--- config.mk ---
export PLATFORM = sky130hd
export DESIGN_NAME = dcf_cell
export DESIGN_NICKNAME = d
export VERILOG_FILES = /design/src/rtl/dcf_pkg.sv /design/src/rtl/dcf_cell.sv
export SDC_FILE = /design/constraint.sdc
export NUM_CORES = 1
export LEC_CHECK = 0
export BUFFER_PORTS_ARGS = -buffer_cell sky130_fd_sc_hd__buf_2
export CORE_MARGIN = 2
export CORE_UTILIZATION = 30
export CTS_BUF_LIST = sky130_fd_sc_hd__clkbuf_8
export DETAILED_ROUTE_END_ITERATION = 8
export HOLD_SLACK_MARGIN = 0.15
export PLACE_DENSITY = 0.7
export SLEW_MARGIN = 40
export SYNTH_ARGS = -nofsm -noshare
export SYNTH_HDL_FRONTEND = slang
export SYNTH_SLANG_ARGS = --single-unit
--- constraint.sdc ---
create_clock -name clock -period 1.55 [get_ports clock]
set_clock_uncertainty 0.15 [all_clocks]
set_input_delay 0.2325 -clock clock [delete_from_list [all_inputs] [get_ports clock]]
set_output_delay 0.2325 -clock clock [all_outputs]
set_load 0.05 [all_outputs]
--- src/rtl/dcf_pkg.sv ---
// dcf_pkg: shared types and codes for the duplicate-rejecting circular FIFO.
// No dependencies; imported by the interfaces, cell, top level and checker.
package dcf_pkg;

   localparam int WORD_W = 32;

   // request action codes
   localparam logic ACT_PUSH = 1'b0;
   localparam logic ACT_POP  = 1'b1;

   typedef enum logic [2:0] {
      ST_PUSHED = 3'd0,
      ST_FULL   = 3'd1,
      ST_DUP    = 3'd2,
      ST_POPPED = 3'd3,
      ST_UNDER  = 3'd4
   } status_type;

   typedef logic signed [WORD_W-1:0] word_type;

   // per-cell control from the top level
   typedef struct packed {
      logic shift;   // take the neighbor's word (pop)
      logic load;    // take the pushed word
      logic occupied;
   } cell_ctrl_type;

endpackage

--- src/rtl/dcf_cell.sv ---
// dcf_cell: one storage cell of the shifting FIFO chain with its own compare.
// Depends on dcf_pkg.
module dcf_cell import dcf_pkg::*; (
   input  logic          clock,
   input  cell_ctrl_type ctrl,
   input  word_type      neighbor_word, // word of the next-younger cell
   input  word_type      push_word,
   output word_type      word,
   output logic          match
);

   word_type word_ff;
   word_type word_in;

   always_comb begin
      priority if (ctrl.shift) begin
         word_in = neighbor_word;
      end else if (ctrl.load) begin
         word_in = push_word;
      end else begin
         word_in = word_ff;
      end
   end

   always_ff @(posedge clock) begin
      word_ff <= word_in;
   end

   assign word  = word_ff;
   assign match = ctrl.occupied && (word_ff == push_word);

endmodule

### Word level (Yosys, flattened, before mapping)

Index checks and enable logic that the tools add are counted.

| cells by class | value |
|---|---|
| equality and inequality tests | 1 |
| multiplexer cells | 2 |
| reduce and logical (&&, ||, !) cells | 2 |

Operator list:

| kind | count |
|---|---|
| $mux 32 | 2 |
| $eq 32x32->1 | 1 |
| $reduce_bool 2->1 | 1 |
| $logic_and 1x1->1 | 1 |

| storage, ports and cells | value |
|---|---|
| bits in registers | 32 |
| input bits | 68 |
| word-level logic and storage cells | 6 |

### Depth between registers and ports, before layout

| depth | value |
|---|---|
| word-level depth | 2 |
| gate-level depth with buffers | 4 |

### Worst setup path after synthesis

Ideal clock, no wire load.

| path | value |
|---|---|
| path type | reg-to-output |
| start point | register word_ff[30] (netlist: word[30]) |
| end point | output port match |
| arrival | 1918 ps |
| data required time | 1167 ps |
| setup slack | -751 ps |
| cell stages (with the launch flop) | 5 |
| path buffers | 0 |
| path through | edfxtp_1 > xor2_1 > nor4_1 > nand4_1 > nor3_2 |

| between the ends | value |
|---|---|
| word-level cells in the longest chain between the ends | 2 |

Ends and longest elaborated chain:

| item | line | text |
|---|---|---|
| start: declaration | dcf_cell.sv:12 | `word_type word_ff;` |
| start signal: assignment | dcf_cell.sv:26 | `word_ff <= word_in;` |
| $eq 32x32->1 | dcf_cell.sv:30 | `assign match = ctrl.occupied && (word_ff == push_word);` |
| $logic_and 1x1->1 | dcf_cell.sv:30 |  |
| end: declaration | dcf_cell.sv:9 | `output logic match` |

No other way between the ends.

### Worst setup path in the final report

| path | value |
|---|---|
| start point | register word_ff[27] (netlist: word[27]) |
| end point | output port match |

Same word-level chain as after synthesis.

==> impl_metrics.py <==
metrics = {
    "timing": {
        "relSlewSlack": 0.6912,
        "fmax_ghz": 0.4642,
        "min_period_ns": 2.154,
        "rsz0062_at_grt": "true",
        "finalCritPeriodShare": 1.390,
        "finalSetupViolations": 1,
        "drv_slew": 0,
        "worst_slew_pin_slew_ns": 0.4632,
        "setup_ws_ns": -0.6042,
        "hold_viol": 0,
    },
    "grt": {
        "grt_pass1_vias": 1783,
        "grt_antenna_before_repair": 0,
        "grt_pass1_wl_mm": 7.941,
        "overflow": 0,
        "grt_max_degree": 33,
        "grt.total_usage": 0.1677,
    },
    "floorplan": {
        "fp.coreArea_sq_mm": 0.005507,
        "die_h_um": 79.34,
        "io_pins": 101,
        "die_w_um": 79.34,
        "dieArea_sq_mm": 0.006295,
        "std_cell_rows": 27,
        "start_util": 0.3092,
    },
    "setup_path": {
        "critical-path-top-delay-family": "simple AND/OR/NAND/NOR gates",
        "path_cells": "xor2_1 -> nor4_2 -> nand3_1 -> nor3_4 -> buf_6",
        "cp.required_ns": 1.17,
        "startpoint_type": "flip-flop",
        "slowest_delay_ns": 0.41,
        "criticalPathCategory": "reg -> out",
        "path_buf_inv": 1,
        "critPathCaptureType": "output pin",
        "cp.arrival_ns": 1.77,
        "crit_fanout": 2,
        "cpMaxStageDelayCell": "edfxtp_1",
    },
    "cells_and_area": {
        "largest_register_ffs": 32,
        "fin_nets": 357,
        "num_antenna_cells": 0,
        "multi_input_area_sq_um": 755.7,
        "fillers": 432,
        "drive_above_1_share": 0.5379,
        "final-seq-area_sq_um": 960.9,
        "fin_cells": 362,
        "fin_util": 0.5696,
        "area_delta_synth_final_pct": 84.20,
        "final_cell_mix": "buf_2, dlygate4sd3_1, mux2_2, edfxtp_1, xor2_1",
        "final_common_cell": "buf_2",
    },
    "clocking": {
        "htree_levels": 2,
        "cts_tree": "built",
        "cts.sinks": 32,
        "clk_pin_slew_ns": 0.07,
        "cts_buffer_depth": 2,
        "clock-root-buffer": "clkbuf_8",
        "numCtsBuffers": 5,
    },
    "route": {
        "via_per_inst": 4.500,
        "route.detailed.drc": 0,
        "drtIter0Drc": 64,
        "dr.pass1.iters": 4,
        "routedWlPerCell_um": 14.69,
        "final_antenna_net_count": 0,
        "wl_mm": 5.319,
        "route.vias.total": 1629,
    },
    "status": {
        "violations": "negative setup slack",
        "status": "finished with violations",
    },
    "min_path": {
        "whs_path_depth": 2,
        "min_to": "word[19]",
        "min_from": "push_word[19]",
        "min_path_type": "in -> reg",
    },
    "power_and_ir_drop": {
        "switchingPower_w": 0.0009186,
        "leakage_nw": 1.385,
        "pwr-share-seq": 0.399,
        "p_per_area_mw_per_mm2": 903.8,
        "vdd_drop_max_v": 0.0003696,
        "clkPwrFrac": 0.273,
        "power_frac_comb": 0.328,
        "p_int_w": 0.001916,
        "swShare": 0.3240,
    },
    "place": {
        "numPortBuffers": 100,
        "hpwl_mm": 3.148,
        "place_congestion": 0.7305,
        "dp_slack_ns": -0.4714,
        "dp_cells": 291,
    },
    "synth": {
        "synth-seq-cells": 32,
        "postSynthCellCount": 113,
        "yosysSeqAreaShare": 0.5643,
        "avgSynthCellArea_sq_um": 15.07,
        "synth_cell_types": 11,
        "mappedNetlistArea_sq_mm": 0.001703,
        "syn_nets": 181,
        "ys_warn_count": 0,
    },
    "run": {
        "cap_violations": 0,
    },
}
==> stage by stage <==
stage	setup TNS (ns)	power, W	area, sq um	hold slack (ns)
final	-0.6042	0.002835	3137	0.1622
after global routing	-0.6979	0.002959	3137	0.1561
after CTS	-0.6326	0.002842	3107	0.1502
after detailed placement	-0.4714	0.001927	2370	0.3871
after global placement	-0.4516	0.001915	2370	0.3860
after floorplan	-0.5690	0.001664	1712	0.3023
==> cell type report <==
type                       instances  area share
clock inverter                     3     0.01237
timing repair buffer             173      0.3897
sequential                        32      0.3063
multi-input combinational         77      0.2409
tap                               72     0.02872
clock buffer                       5     0.02194
==> power groups by stage <==
stage	combinational, W	sequential [W]	clock, W
final	0.000929	0.00113	0.000774
after detailed placement	0.000780	0.00115	0
after global routing	0.000980	0.00114	0.000837
after CTS	0.000916	0.00113	0.000798
after floorplan	0.000186	0.00148	0
after global placement	0.000775	0.00114	0
==> logic make-up after synthesis <==
logic type	synth area share
simple gates	0.04776
buf+inv	0.01176
flops	0.5643
xor+xnor	0.1646
mux	0.2116
==> cells in the mapped netlist, drive strengths merged <==
library cell | count | area share
edfxtp | 32 | 0.56
mux2 | 32 | 0.21
xor2 | 31 | 0.16
nor4 | 7 | 0.026
buf | 4 | 0.012
nand3 | 2 | 0.0059
nor3 | 2 | 0.0088
nand4 | 1 | 0.0037
or2 | 1 | 0.0037
xnor2 | 1 | 0.0051
==> how the worst max path moves through the flow <==
| stage | endpoint | slack, ns | from | cells after the start |
|---|---|---|---|---|
| finish | match | -0.60 | word[27] | 5 |
| global route | match | -0.70 | word[4] | 5 |
| detailed placement | match | -0.47 | word[27] | 5 |
| CTS | match | -0.63 | word[8] | 5 |
| floorplan | match | -0.57 | word[27] | 4 |
| global placement | match | -0.45 | word[30] | 6 |
==> repair_timing <==
action / CTS / global route
gates resized for setup: 6 / 0
hold buffers: 59 / 3
endpoints found under the hold margin: 32 / 3
cloned: 0 / 0
buffers inserted: 1 / 0
pin swaps: 4 / 2
setup endpoints to repair: 1 / 1
==> per-layer routing <==
layer	vias to the layer above	wire length, um	global-route usage
met1	778	1975	0.1607
met5	-	0	0
li1	773	-	-
met4	0	121	0.06207
met3	11	293	0.04205
met2	67	2929	0.3373
Power figures use the tool's default switching activity.
